===== config.mk =====
export PLATFORM = sky130hd
export DESIGN_NAME = frame_pool_free_list_allocator_flat
export DESIGN_NICKNAME = d
export VERILOG_FILES = /design/src/rtl/fpa_pkg.sv /design/src/rtl/fpa_ifs.sv /design/src/rtl/frame_pool_free_list_allocator.sv /design/src/flat_wrapper.sv
export VERILOG_INCLUDE_DIRS = /design/src /design/src/rtl
export SDC_FILE = /design/constraint.sdc
export NUM_CORES = 1
export LEC_CHECK = 0
export BUFFER_PORTS_ARGS = -buffer_cell sky130_fd_sc_hd__buf_2
export CORE_ASPECT_RATIO = 2
export CORE_MARGIN = 2
export CORE_UTILIZATION = 55
export CTS_BUF_LIST = sky130_fd_sc_hd__clkbuf_8
export CTS_CLUSTER_DIAMETER = 120
export DETAILED_ROUTE_END_ITERATION = 8
export GPL_TIMING_DRIVEN = 0
export MAX_ROUTING_LAYER = met4
export PLACE_DENSITY = 0.71
export SLEW_MARGIN = 20
export SYNTH_ARGS = -nofsm -noshare
export SYNTH_HDL_FRONTEND = slang
export SYNTH_SLANG_ARGS = --single-unit

===== constraint.sdc =====
create_clock -name i_clk -period 6.3 [get_ports i_clk]
set_input_delay 0.945 -clock i_clk [delete_from_list [all_inputs] [get_ports i_clk]]
set_output_delay 0.945 -clock i_clk [all_outputs]
set_load 0.03 [all_outputs]

===== src/rtl/frame_pool_free_list_allocator_assert.svh =====
// Assertion macros shared by the frame pool allocator RTL.
`ifndef FRAME_POOL_FREE_LIST_ALLOCATOR_ASSERT_SVH
`define FRAME_POOL_FREE_LIST_ALLOCATOR_ASSERT_SVH

// Expression must hold at every clock edge out of reset.
`define FPA_ASSERT_ALWAYS(lbl, clk, rst_n, expr) \
    lbl: assert property (@(posedge clk) disable iff (!rst_n) (expr)) \
        else $error("fpa: invariant violated");

// Consequent must hold in the same cycle as the antecedent.
`define FPA_ASSERT_IMP(lbl, clk, rst_n, ante, cons) \
    lbl: assert property (@(posedge clk) disable iff (!rst_n) (ante) |-> (cons)) \
        else $error("fpa: implication violated");

// Consequent must hold in the cycle after the antecedent.
`define FPA_ASSERT_NEXT(lbl, clk, rst_n, ante, cons) \
    lbl: assert property (@(posedge clk) disable iff (!rst_n) (ante) |=> (cons)) \
        else $error("fpa: next-cycle check violated");

`endif


===== src/rtl/fpa_pkg.sv =====
// Shared constants and types for the frame pool allocator.
`timescale 1ns / 1ps

package fpa_pkg;

    localparam int POOL_MAX_DEF = 64;

    localparam int FUNC_W     = 1;
    localparam int IDX_W      = 6;
    localparam int STATUS_W   = 2;
    localparam int LEFT_W     = 8;
    localparam int CEIL_W     = 7;
    localparam int CFG_IDX_W  = 1;
    localparam int CFG_DATA_W = 7;

    localparam logic [CEIL_W-1:0] CEIL_RESET = 7'd64;

    typedef enum logic [STATUS_W-1:0] {
        ST_OK        = 2'd0,
        ST_EXHAUSTED = 2'd1,
        ST_NOT_ALLOC = 2'd2
    } t_status;

    typedef enum logic [FUNC_W-1:0] {
        FN_ALLOC = 1'b0,
        FN_FREE  = 1'b1
    } t_func;

    typedef enum logic [CFG_IDX_W-1:0] {
        CFG_POOL_CEILING  = 1'b0,
        CFG_NOTIFY_ENABLE = 1'b1
    } t_cfg_reg;

endpackage


===== src/rtl/fpa_ifs.sv =====
// Request and response channel interfaces of the frame pool allocator.
`timescale 1ns / 1ps

interface fpa_req_if;
    logic                        valid;
    logic                        ready;
    logic [fpa_pkg::FUNC_W-1:0]  func;
    logic [fpa_pkg::IDX_W-1:0]   frame_index;

    modport source (output valid, output func, output frame_index, input ready);
    modport sink   (input valid, input func, input frame_index, output ready);
endinterface

interface fpa_rsp_if;
    logic                              valid;
    logic                              ready;
    logic [fpa_pkg::STATUS_W-1:0]      status;
    logic [fpa_pkg::IDX_W-1:0]         granted_index;
    logic signed [fpa_pkg::LEFT_W-1:0] frames_left;
    logic                              have_free_pulse;

    modport source (output valid, output status, output granted_index,
                    output frames_left, output have_free_pulse, input ready);
    modport sink   (input valid, input status, input granted_index,
                    input frames_left, input have_free_pulse, output ready);
endinterface


===== src/rtl/frame_pool_free_list_allocator.sv =====
// Frame pool allocator: free-queue reuse, fresh index creation, return checking.
// Results are registered: a result is shown in the cycle after its item is accepted (output register).
// Throughput: one item per cycle; the output register lets a new item in while the
//   previous result is taken, so only a stalled result holds the request side.
// Reset (synchronous, active low): counters, queue pointers and allocation map clear,
//   pool_ceiling returns to 64, notify_enable to 0; the free-queue memory is not cleared.
`timescale 1ns / 1ps
`include "frame_pool_free_list_allocator_assert.svh"

module frame_pool_free_list_allocator #(
    parameter int POOL_MAX = fpa_pkg::POOL_MAX_DEF
) (
    input  logic                             i_clk,
    input  logic                             i_rst_n,
    input  logic                             i_cfg_we,
    input  logic [fpa_pkg::CFG_IDX_W-1:0]    i_cfg_idx,
    input  logic [fpa_pkg::CFG_DATA_W-1:0]   i_cfg_data,
    fpa_req_if.sink                          i_req,
    fpa_rsp_if.source                        o_rsp
);

    // Frame id width, count width (must hold POOL_MAX itself).
    localparam int IW  = $clog2(POOL_MAX);
    localparam int CW  = $clog2(POOL_MAX + 1);
    // Widths for range checks on the 6-bit request index and the granted index.
    localparam int XW  = ((IW > fpa_pkg::IDX_W) ? IW : fpa_pkg::IDX_W) + 1;
    localparam int GXW = (IW > fpa_pkg::IDX_W) ? IW : fpa_pkg::IDX_W;
    // Ceiling arithmetic width, and signed difference width.
    localparam int EW  = ((CW > fpa_pkg::CEIL_W) ? CW : fpa_pkg::CEIL_W) + 1;
    localparam int DW  = EW + 1;

    localparam logic signed [DW-1:0] LEFT_MAX = DW'(127);
    localparam logic signed [DW-1:0] LEFT_MIN = -DW'(128);

    // ------------------------------------------------------------------
    // Configuration registers
    // ------------------------------------------------------------------
    logic [fpa_pkg::CEIL_W-1:0] r_ceiling;
    logic                       r_notify;

    always_ff @(posedge i_clk) begin
        if (!i_rst_n) begin
            r_ceiling <= fpa_pkg::CEIL_RESET;
            r_notify  <= 1'b0;
        end else if (i_cfg_we) begin
            unique case (fpa_pkg::t_cfg_reg'(i_cfg_idx))
                fpa_pkg::CFG_POOL_CEILING:  r_ceiling <= i_cfg_data;
                fpa_pkg::CFG_NOTIFY_ENABLE: r_notify  <= i_cfg_data[0];
            endcase
        end
    end

    // A ceiling above the pool size acts as the pool size.
    logic [EW-1:0] ceil_x;
    logic [EW-1:0] eff_ceiling;

    assign ceil_x      = EW'(r_ceiling);
    assign eff_ceiling = (ceil_x > EW'(POOL_MAX)) ? EW'(POOL_MAX) : ceil_x;

    // ------------------------------------------------------------------
    // Pool state
    // ------------------------------------------------------------------
    logic [POOL_MAX-1:0] r_map;        // one bit per allocated frame
    logic [CW-1:0]       r_alloc_cnt;
    logic [CW-1:0]       r_created;
    logic [CW-1:0]       r_q_cnt;
    logic [IW-1:0]       r_head;
    logic [IW-1:0]       r_tail;

    logic [POOL_MAX-1:0] n_map;
    logic [CW-1:0]       n_alloc_cnt;
    logic [CW-1:0]       n_created;
    logic [CW-1:0]       n_q_cnt;
    logic [IW-1:0]       n_head;
    logic [IW-1:0]       n_tail;

    // Free queue memory, with the head entry prefetched into a register.
    logic [IW-1:0]       r_queue_mem [POOL_MAX];
    logic [IW-1:0]       r_rd_data;
    logic                r_byp;
    logic [IW-1:0]       r_byp_data;
    logic [IW-1:0]       head_data;
    logic [IW-1:0]       head_inc;
    logic [IW-1:0]       tail_inc;
    logic [IW-1:0]       rd_addr;

    // Output register
    logic                          r_out_valid;
    fpa_pkg::t_status              r_status;
    logic [fpa_pkg::IDX_W-1:0]     r_granted;
    logic signed [fpa_pkg::LEFT_W-1:0] r_left;
    logic                          r_pulse;

    // Per-item decode
    logic                          accept;
    logic [XW-1:0]                 idx_x;
    logic                          idx_in_range;
    logic [IW-1:0]                 idx_b;
    logic                          q_empty;
    logic                          q_full;
    logic                          exhausted;
    logic                          pop;
    logic                          push;
    fpa_pkg::t_status              status;
    logic [IW-1:0]                 granted;
    logic [GXW-1:0]                granted_x;
    logic                          pulse;
    logic signed [DW-1:0]          left_diff;
    logic signed [fpa_pkg::LEFT_W-1:0] left_sat;

    assign i_req.ready = !r_out_valid || o_rsp.ready;
    assign accept      = i_req.valid && i_req.ready;

    assign idx_x        = XW'(i_req.frame_index);
    assign idx_in_range = idx_x < XW'(POOL_MAX);
    assign idx_b        = idx_x[IW-1:0];

    assign q_empty   = (r_q_cnt == '0);
    assign q_full    = (r_q_cnt == CW'(POOL_MAX));
    assign exhausted = (EW'(r_created) >= eff_ceiling);

    assign head_data = r_byp ? r_byp_data : r_rd_data;
    assign head_inc  = (r_head == IW'(POOL_MAX - 1)) ? '0 : r_head + 1'b1;
    assign tail_inc  = (r_tail == IW'(POOL_MAX - 1)) ? '0 : r_tail + 1'b1;

    always_comb begin
        n_map       = r_map;
        n_alloc_cnt = r_alloc_cnt;
        n_created   = r_created;
        n_q_cnt     = r_q_cnt;
        n_head      = r_head;
        n_tail      = r_tail;
        status      = fpa_pkg::ST_OK;
        granted     = '0;
        pulse       = 1'b0;
        pop         = 1'b0;
        push        = 1'b0;

        if (fpa_pkg::t_func'(i_req.func) == fpa_pkg::FN_ALLOC) begin
            // Oldest returned frame first, else a fresh index below the ceiling.
            if (!q_empty) begin
                granted = head_data;
                pop     = 1'b1;
                n_head  = head_inc;
                n_q_cnt = r_q_cnt - 1'b1;
            end else if (exhausted) begin
                status = fpa_pkg::ST_EXHAUSTED;
            end else begin
                granted   = r_created[IW-1:0];
                n_created = r_created + 1'b1;
            end
            if (status == fpa_pkg::ST_OK) begin
                n_map[granted] = 1'b1;
                n_alloc_cnt    = r_alloc_cnt + 1'b1;
            end
        end else begin
            if (!idx_in_range || !r_map[idx_b] || q_full) begin
                status = fpa_pkg::ST_NOT_ALLOC;
            end else begin
                n_map[idx_b] = 1'b0;
                n_alloc_cnt  = r_alloc_cnt - 1'b1;
                pulse        = q_empty && r_notify;
                push         = 1'b1;
                n_tail       = tail_inc;
                n_q_cnt      = r_q_cnt + 1'b1;
            end
        end
    end

    // Frames left after this item, saturated to the 8-bit signed field.
    assign left_diff = $signed({1'b0, eff_ceiling}) - $signed({1'b0, EW'(n_alloc_cnt)});

    always_comb begin
        priority if (left_diff > LEFT_MAX) begin
            left_sat = fpa_pkg::LEFT_W'(LEFT_MAX);
        end else if (left_diff < LEFT_MIN) begin
            left_sat = fpa_pkg::LEFT_W'(LEFT_MIN);
        end else begin
            left_sat = left_diff[fpa_pkg::LEFT_W-1:0];
        end
    end

    assign granted_x = GXW'(granted);

    // State update
    always_ff @(posedge i_clk) begin
        if (!i_rst_n) begin
            r_map       <= '0;
            r_alloc_cnt <= '0;
            r_created   <= '0;
            r_q_cnt     <= '0;
            r_head      <= '0;
            r_tail      <= '0;
        end else if (accept) begin
            r_map       <= n_map;
            r_alloc_cnt <= n_alloc_cnt;
            r_created   <= n_created;
            r_q_cnt     <= n_q_cnt;
            r_head      <= n_head;
            r_tail      <= n_tail;
        end
    end

    // Queue memory: one write at the tail, one registered read of the next head.
    // A write landing on the address being read is forwarded for one cycle.
    assign rd_addr = (accept && pop) ? head_inc : r_head;

    always_ff @(posedge i_clk) begin
        if (accept && push) begin
            r_queue_mem[r_tail] <= idx_b;
        end
        r_rd_data  <= r_queue_mem[rd_addr];
        r_byp_data <= idx_b;
    end

    always_ff @(posedge i_clk) begin
        if (!i_rst_n) begin
            r_byp <= 1'b0;
        end else begin
            r_byp <= accept && push && (r_tail == rd_addr);
        end
    end

    // Result register
    always_ff @(posedge i_clk) begin
        if (!i_rst_n) begin
            r_out_valid <= 1'b0;
        end else if (accept) begin
            r_out_valid <= 1'b1;
        end else if (o_rsp.ready) begin
            r_out_valid <= 1'b0;
        end
    end

    always_ff @(posedge i_clk) begin
        if (accept) begin
            r_status  <= status;
            r_granted <= granted_x[fpa_pkg::IDX_W-1:0];
            r_left    <= left_sat;
            r_pulse   <= pulse;
        end
    end

    assign o_rsp.valid           = r_out_valid;
    assign o_rsp.status          = r_status;
    assign o_rsp.granted_index   = r_granted;
    assign o_rsp.frames_left     = r_left;
    assign o_rsp.have_free_pulse = r_pulse;

    // ------------------------------------------------------------------
    // Checks
    // ------------------------------------------------------------------
    // Allocated count tracks the map.
    `FPA_ASSERT_ALWAYS(a_alloc_cnt_map, i_clk, i_rst_n,
        $countones(r_map) == 32'(r_alloc_cnt))
    // Every frame ever made is either held by a user or waiting in the queue.
    `FPA_ASSERT_ALWAYS(a_created_split, i_clk, i_rst_n,
        {1'b0, r_created} == ({1'b0, r_alloc_cnt} + {1'b0, r_q_cnt}))
    // Notify only accompanies a successful return.
    `FPA_ASSERT_IMP(a_pulse_ok, i_clk, i_rst_n,
        r_out_valid && r_pulse, r_status == fpa_pkg::ST_OK)
    // Every accepted item produces a result in the next cycle.
    `FPA_ASSERT_NEXT(a_accept_result, i_clk, i_rst_n, accept, r_out_valid)

endmodule

===== src/flat_wrapper.sv =====
// flat-port wrapper written by rule: the top's interface ports become plain ports
module frame_pool_free_list_allocator_flat 
#(
    parameter int POOL_MAX = fpa_pkg::POOL_MAX_DEF
)
  (i_clk, i_rst_n, i_cfg_we, i_cfg_idx, i_cfg_data, i_req_valid, i_req_func, i_req_frame_index, i_req_ready, o_rsp_valid, o_rsp_status, o_rsp_granted_index, o_rsp_frames_left, o_rsp_have_free_pulse, o_rsp_ready);
  fpa_req_if i_req_i ();
  fpa_rsp_if o_rsp_i ();
  input  logic i_clk;
  input  logic i_rst_n;
  input  logic i_cfg_we;
  input  logic [fpa_pkg::CFG_IDX_W-1:0] i_cfg_idx;
  input  logic [fpa_pkg::CFG_DATA_W-1:0] i_cfg_data;
  input wire logic [$bits(i_req_i.valid)-1:0] i_req_valid;
  input wire logic [$bits(i_req_i.func)-1:0] i_req_func;
  input wire logic [$bits(i_req_i.frame_index)-1:0] i_req_frame_index;
  output wire logic [$bits(i_req_i.ready)-1:0] i_req_ready;
  output wire logic [$bits(o_rsp_i.valid)-1:0] o_rsp_valid;
  output wire logic [$bits(o_rsp_i.status)-1:0] o_rsp_status;
  output wire logic [$bits(o_rsp_i.granted_index)-1:0] o_rsp_granted_index;
  output wire logic [$bits(o_rsp_i.frames_left)-1:0] o_rsp_frames_left;
  output wire logic [$bits(o_rsp_i.have_free_pulse)-1:0] o_rsp_have_free_pulse;
  input wire logic [$bits(o_rsp_i.ready)-1:0] o_rsp_ready;
  assign i_req_i.valid = i_req_valid;
  assign i_req_i.func = i_req_func;
  assign i_req_i.frame_index = i_req_frame_index;
  assign i_req_ready = i_req_i.ready;
  assign o_rsp_valid = o_rsp_i.valid;
  assign o_rsp_status = o_rsp_i.status;
  assign o_rsp_granted_index = o_rsp_i.granted_index;
  assign o_rsp_frames_left = o_rsp_i.frames_left;
  assign o_rsp_have_free_pulse = o_rsp_i.have_free_pulse;
  assign o_rsp_i.ready = o_rsp_ready;
  frame_pool_free_list_allocator #(.POOL_MAX(POOL_MAX)) u_core (.i_clk(i_clk), .i_rst_n(i_rst_n), .i_cfg_we(i_cfg_we), .i_cfg_idx(i_cfg_idx), .i_cfg_data(i_cfg_data), .i_req(i_req_i), .o_rsp(o_rsp_i));
endmodule

; ---- Yosys cells after proc, flatten, opt, wreduce, memory -nomap -nowiden
; Memory sizes are Yosys's and may differ from the RTL's. A register that Yosys moved wholly into a read port is not among the register bits.
; Index checks and enable logic that the tools add are counted.
[totals]
ff_bits = 130
mem_bits_rw = 384
input_bits = 20
out_inout_bits = 19
word_cells = 109
memories = 1
[memory_table]
columns = memory, depth, width, rd, rd_clocked_by_memory_dff, write_ports, line
row1 = u_core.r_queue_mem, 64, 6, 1, 1, 1, frame_pool_free_list_allocator.sv:78  ; logic [IW-1:0] r_queue_mem [POOL_MAX];
[classes]
n_addsub = 8
magnitude_cmp = 9
n_eq_ne = 6
mux = 37
n_bitwise = 8
reduce_logical = 25
[op_table]
columns = cell, n
row1 = $mux 64, 3
row2 = $and 64x64->64, 1
row3 = $not 64->64, 1
row4 = $or 64x64->64, 1
row5 = $mux 7, 7
row6 = $mux 6, 7
row7 = $add 7x1->7 const B, 3
row8 = $lt 6x7->1 const B, 3
row9 = $sub 7x1->7 const B, 2
row10 = $add 6x1->6 const B, 2
row11 = $demux 1 s6, 2
row12 = $eq 6x6->1 const B, 2
row13 = $ge 6x1->1 const B, 2
row14 = $mux 1, 12
row15 = $reduce_and 3->1, 4
row16 = $gt 9x8->1 const B, 1
row17 = $lt 9x8->1 const B, 1
row18 = $sub 8x7->9, 1
row19 = $ge 7x8->1, 1
row20 = $mux 2, 4
row21 = $mux 8, 1
row22 = $eq 7x7->1 const B, 1
row23 = $gt 7x7->1 const B, 1
row24 = $logic_and 1x1->1, 7
row25 = 12 further kinds, 23

; ---- Depth between registers and ports, before layout
[depth]
ltp_word = 13
mapped_depth = 20

; ---- Worst setup path after synthesis
; No wires, ideal clock.
[synth_path]
path_type = input -> register
start = input i_req_frame_index[1]
end = register u_core.r_left (netlist bit u_core.o_rsp.frames_left[4]) (data pin)
setup_ns = 0.149
arrival_ns = 4.511
t_required_ns = 6.151
setup_slack_ns = 1.640
cell_stages = 17
n_path_buf = 2
cell_sequence = buf_4 buf_6 mux4_2 a22o_1 a221oi_1 a21o_2 nor2_1 a221oi_1 inv_1 ha_1 nor2b_1 o21ai_0 nand2b_1 and2_1 o41ai_4 o21bai_1 nor3b_2
[synth_via]
elab_chain_len = 10
elab_cells_between_ends = 13
cone_classes = 1 x add/sub / 3 x order compare / 5 x mux / 4 x reduce/logical
[synth_lines]
columns = item, line
row1 = from (decl), flat_wrapper.sv:16  ; input wire logic [$bits(i_req_i.frame_index)-1:0] i_req_frame_index;
row2 = $bmux 1 s6, frame_pool_free_list_allocator.sv:157  ; if (!idx_in_range || !r_map[idx_b] || q_full) begin
row3 = $mux 1 (not written as such), frame_pool_free_list_allocator.sv:157
row4 = $logic_not 1->1, frame_pool_free_list_allocator.sv:157
row5 = $logic_or 1x1->1 (*) (2 in a row), frame_pool_free_list_allocator.sv:157
row6 = $mux 7 (*), frame_pool_free_list_allocator.sv:157
row7 = $mux 7 (*), frame_pool_free_list_allocator.sv:139  ; if (fpa_pkg::t_func'(i_req.func) == fpa_pkg::FN_ALLOC) begin
row8 = named net u_core.n_alloc_cnt[1], frame_pool_free_list_allocator.sv:71  ; logic [CW-1:0] n_alloc_cnt;
row9 = $sub 8x7->9 (*), frame_pool_free_list_allocator.sv:171  ; assign left_diff = $signed({1'b0, eff_ceiling}) - $signed({1'b0, EW'(n_alloc_cnt)});
row10 = $lt 9x8->1, frame_pool_free_list_allocator.sv:176  ; end else if (left_diff < LEFT_MIN) begin
row11 = $mux 8, frame_pool_free_list_allocator.sv:176
row12 = to (signal assigned), frame_pool_free_list_allocator.sv:239  ; r_left <= left_sat;
row13 = to (decl), frame_pool_free_list_allocator.sv:91  ; logic signed [fpa_pkg::LEFT_W-1:0] r_left;
; The timed path passes the listed nets; every way through them passes the cells marked *. The select of a mux whose other input is x is not followed.
; A chain may end at the register's enable or synchronous reset.

; ---- Worst setup path after layout
[layout_path]
start = input i_req_frame_index[0]
end = register u_core.r_left (netlist bit u_core.o_rsp.frames_left[1]) (data pin)
; The elaborated chain is that of the path after synthesis.

==> results.cfg <==
[sta]
fmaxAchievable_mhz = 173.3
maxSlewHeadroom = 0.3269
post-route-period-util = 0.9160
fin_crit_ps = 5771
max_slew.worst_pin.slew_ps = 1010
timing.setup.tns_ps = 0
drv_slew = 0
hold_violations = 0
hold_ws_ps = 488.1
fin_skew_ps = 29.26
rsz0062_at_grt = no
setup_viol = 0

[clock_tree]
cts_buffer_depth = 3
cts_made_buffers = 72
tritoncts = done
clkTransAtPathRegs_ps = 60
insertion_delay_ps = 630
cts_root_buf = clkbuf_8
post-cts-setup-buffer-count = 0
htreeDepth = 3
cts_sinks = 520
cts_hold_buf = 0

[placed_design]
dp_hpwl_um = 37360
placed_cells_incl_taps = 2072
port_buffers = 36
place.gp.congestion = 0.9373

[grt]
grt_pass1_vias = 14250
grt-ovfl-total = 0
antenna_found_initial = 1
grt_pass1_wl_um = 80650
grt_start_max_net_pins = 67
grt_usage = 0.2608

[die]
start_util = 0.5569
dieHeight_um = 289.8
rows = 104
pin_count = 39
chipWidth_um = 146.9
die-area_mm2 = 0.04257
coreArea_mm2 = 0.04034

[detailed_routing]
routed_wl_um = 53030
drtIter0Drc = 821
ant_nets = 0
wl_per_cell_um = 24.06
drc_errors = 0
drt_first_pass_iters = 5
avgViaCountPerCell = 5.971
vias = 13160

[final_layout]
drive_gt1_frac = 0.1674
layout.nets = 1660
ff_latch_area_mm2 = 0.01442
area_growth_pct = 10.05
multiInputGateArea_mm2 = 0.007577
finalNonFillerCells = 2204
n_fill_cell = 3076

[power]
power.density_mw_per_mm2 = 305.2
finalPower_uw = 7544
vdd_drop_max_v = 0.0002209
p_leak_uw = 0.008432

[critical_path]
worstSetupPathType = input port to register
critPathCaptureType = register
required_ps = 6660
cp_max_fo = 66
path_common_cell = a21o_1
critPathBufInv = 3
crit_arrival_ps = 6130
cp_cell_sequence = buf_4 -> buf_2 -> mux4_2 -> mux2i_1 -> o22ai_1 -> nor4bb_1 -> a21o_2 -> a21o_1 -> xnor2_1 -> ha_1 -> fa_1 -> inv_1 -> a21o_1 -> o211a_1 -> o31ai_4 -> nor2b_1 -> a2bb2o_1
path_delay_family = compound AO/OA/AOI/OAI gates
critPathLaunchType = input port
crit_slowest_cell = nor4bb_1
slowest_delay_ps = 650

[synth]
synth_cell_types = 69
yosysWarnings = 0
synthCells = 1506
yosysSeqAreaShare = 0.6421
synth_area_per_cell_um2 = 14.92
synth_seq_cells = 520
synth_enable_flop_cells = 401
yosys_most_used_dff = edfxtp_1
async_flop_share = 0
syn_area_mm2 = 0.02246
syn_nets = 1550

[outcome]
status = finished, final reports clean

[job]
cap_viol_max_count = 0

[worst_hold_path]
hold_class = register to register
-- cell type report --
class	count	share of cell area
Multi-Input combinational cell	879	0.3065
Buffer	85	0.01574
Timing Repair Buffer	36	0.007896
Inverter	22	0.003341
Clock inverter	53	0.01265
Tap cell	530	0.02683
Antenna cell	1	0.0001012
Clock buffer	78	0.04343
Sequential cell	520	0.5835
-- tightest hold or removal path: cells and delay by family, from the launching register on --
family,cells,cell delay [ps]
AOI/OAI and AO/OA,2,130
DFF,1,310
-- placed cells by master (no fill, tap or decap), types with 27 or more instances in the layout --
cell / count
o21ai_0: 51
clkbuf_8: 78
clkbuf_1: 48
mux4_2: 104
nor2b_1: 30
mux2i_1: 124
buf_2: 50
nand2_1: 83
dfxtp_1: 119
o21a_1: 61
edfxtp_1: 401
a21boi_0: 34
inv_1: 41
nor2_1: 130
and2_1: 27
-- sequential cells by signal, indices dropped and copies added (netlist names), named ones only --
name,cells
u_core.r_alloc_cnt,6
u_core.r_queue_mem,384
u_core.r_head,6
u_core.r_created,7
u_core.o_rsp.valid,1
u_core.o_rsp.granted_index,6
u_core.r_q_cnt,7
u_core.r_ceiling,7
u_core.r_byp_data,6
u_core.o_rsp.have_free_pulse,1
u_core.r_notify,1
u_core.r_byp,1
u_core.r_map,64
u_core.r_tail,6
u_core.o_rsp.frames_left,8
u_core.o_rsp.status,2
u_core.r_rd_data,6
-- kinds of logic (layout without fill, tap and decap cells) --
logic type / count (synthesis) / in the layout / share of synthesized area
DFF: 520 / 520 / 0.6421
and+or+nand+nor: 369 / 369 / 0.07876
muxes: 232 / 232 / 0.1616
AOI/OAI and AO/OA: 220 / 220 / 0.06924
buffers and inverters: 107 / 274 / 0.02100
xor gates and xnor gates: 34 / 34 / 0.01326
adders and majority gates: 24 / 24 / 0.01404
other: 0 / 1 / 0
-- metal layers --
metal / global-route usage / wire [um] / vias up
met3: 0.04167 / 2452 / 185
li1: - / - / 5975
met4: 0.1468 / 3046 / 0
met1: 0.2449 / 17210 / 6562
met2: 0.4926 / 30320 / 439
met5: - / 0 / -
-- cell usage after synthesis, types with 15 or more instances --
master / number / share of area
inv_1: 18 / 0.0030
nand3_1: 22 / 0.0049
o21ai_0: 51 / 0.011
nand2_1: 83 / 0.014
xnor2_1: 19 / 0.0074
nor2b_1: 30 / 0.0084
a21oi_1: 18 / 0.0040
clkbuf_1: 48 / 0.0080
ha_1: 22 / 0.012
mux2i_1: 125 / 0.056
xor2_1: 15 / 0.0058
a21boi_0: 34 / 0.011
nor2_1: 130 / 0.022
and2_1: 27 / 0.0075
mux4_2: 104 / 0.10
nor3_1: 15 / 0.0033
edfxtp_1: 401 / 0.54
o21a_1: 61 / 0.020
dfxtp_1: 119 / 0.11
buf_2: 20 / 0.0045
-- path summary, 6_finish.rpt --
check,cells after the start,to,from,slack (ps)
worst max-delay path,17,u_core.o_rsp.frames_left[1],i_req_frame_index[0],530
worst min-delay path,2,u_core.r_map[40],u_core.r_map[40],490
worst max register to register,19,u_core.o_rsp.frames_left[4],u_core.r_ceiling[6],1270
worst min register to register,2,u_core.r_map[40],u_core.r_map[40],490
-- repair_timing --
item / in CTS / in global routing
gates resized for setup: 1 / 1
setup endpoints to repair: 1 / 1
gates cloned: 0 / 0
-- stage by stage --
stage | area, um^2 | setup WS (ps) | util
2_1_floorplan | 22460 | 1640 | -
4_1_cts | 24690 | 38.59 | 0.6122
5_1_grt | 24720 | 206.2 | 0.6128
3_3_place_gp | 23310 | -436.5 | 0.5778
6_report | 24720 | 529.4 | 0.6128
3_5_place_dp | 23310 | -640.1 | 0.5778
-- power breakdown --
| part | internal, uW | total, uW | switching [uW] | leakage [uW] |
|---|---|---|---|---|
| registers | 3750 | 3780 | 29.9 | 0.00458 |
| logic | 498 | 1230 | 736 | 0.00306 |
| clock network | 1270 | 2530 | 1260 | 0.000791 |
| total | 5520 | 7540 | 2020 | 0.00843 |
Note: power is estimated with default switching activity, not from simulation.
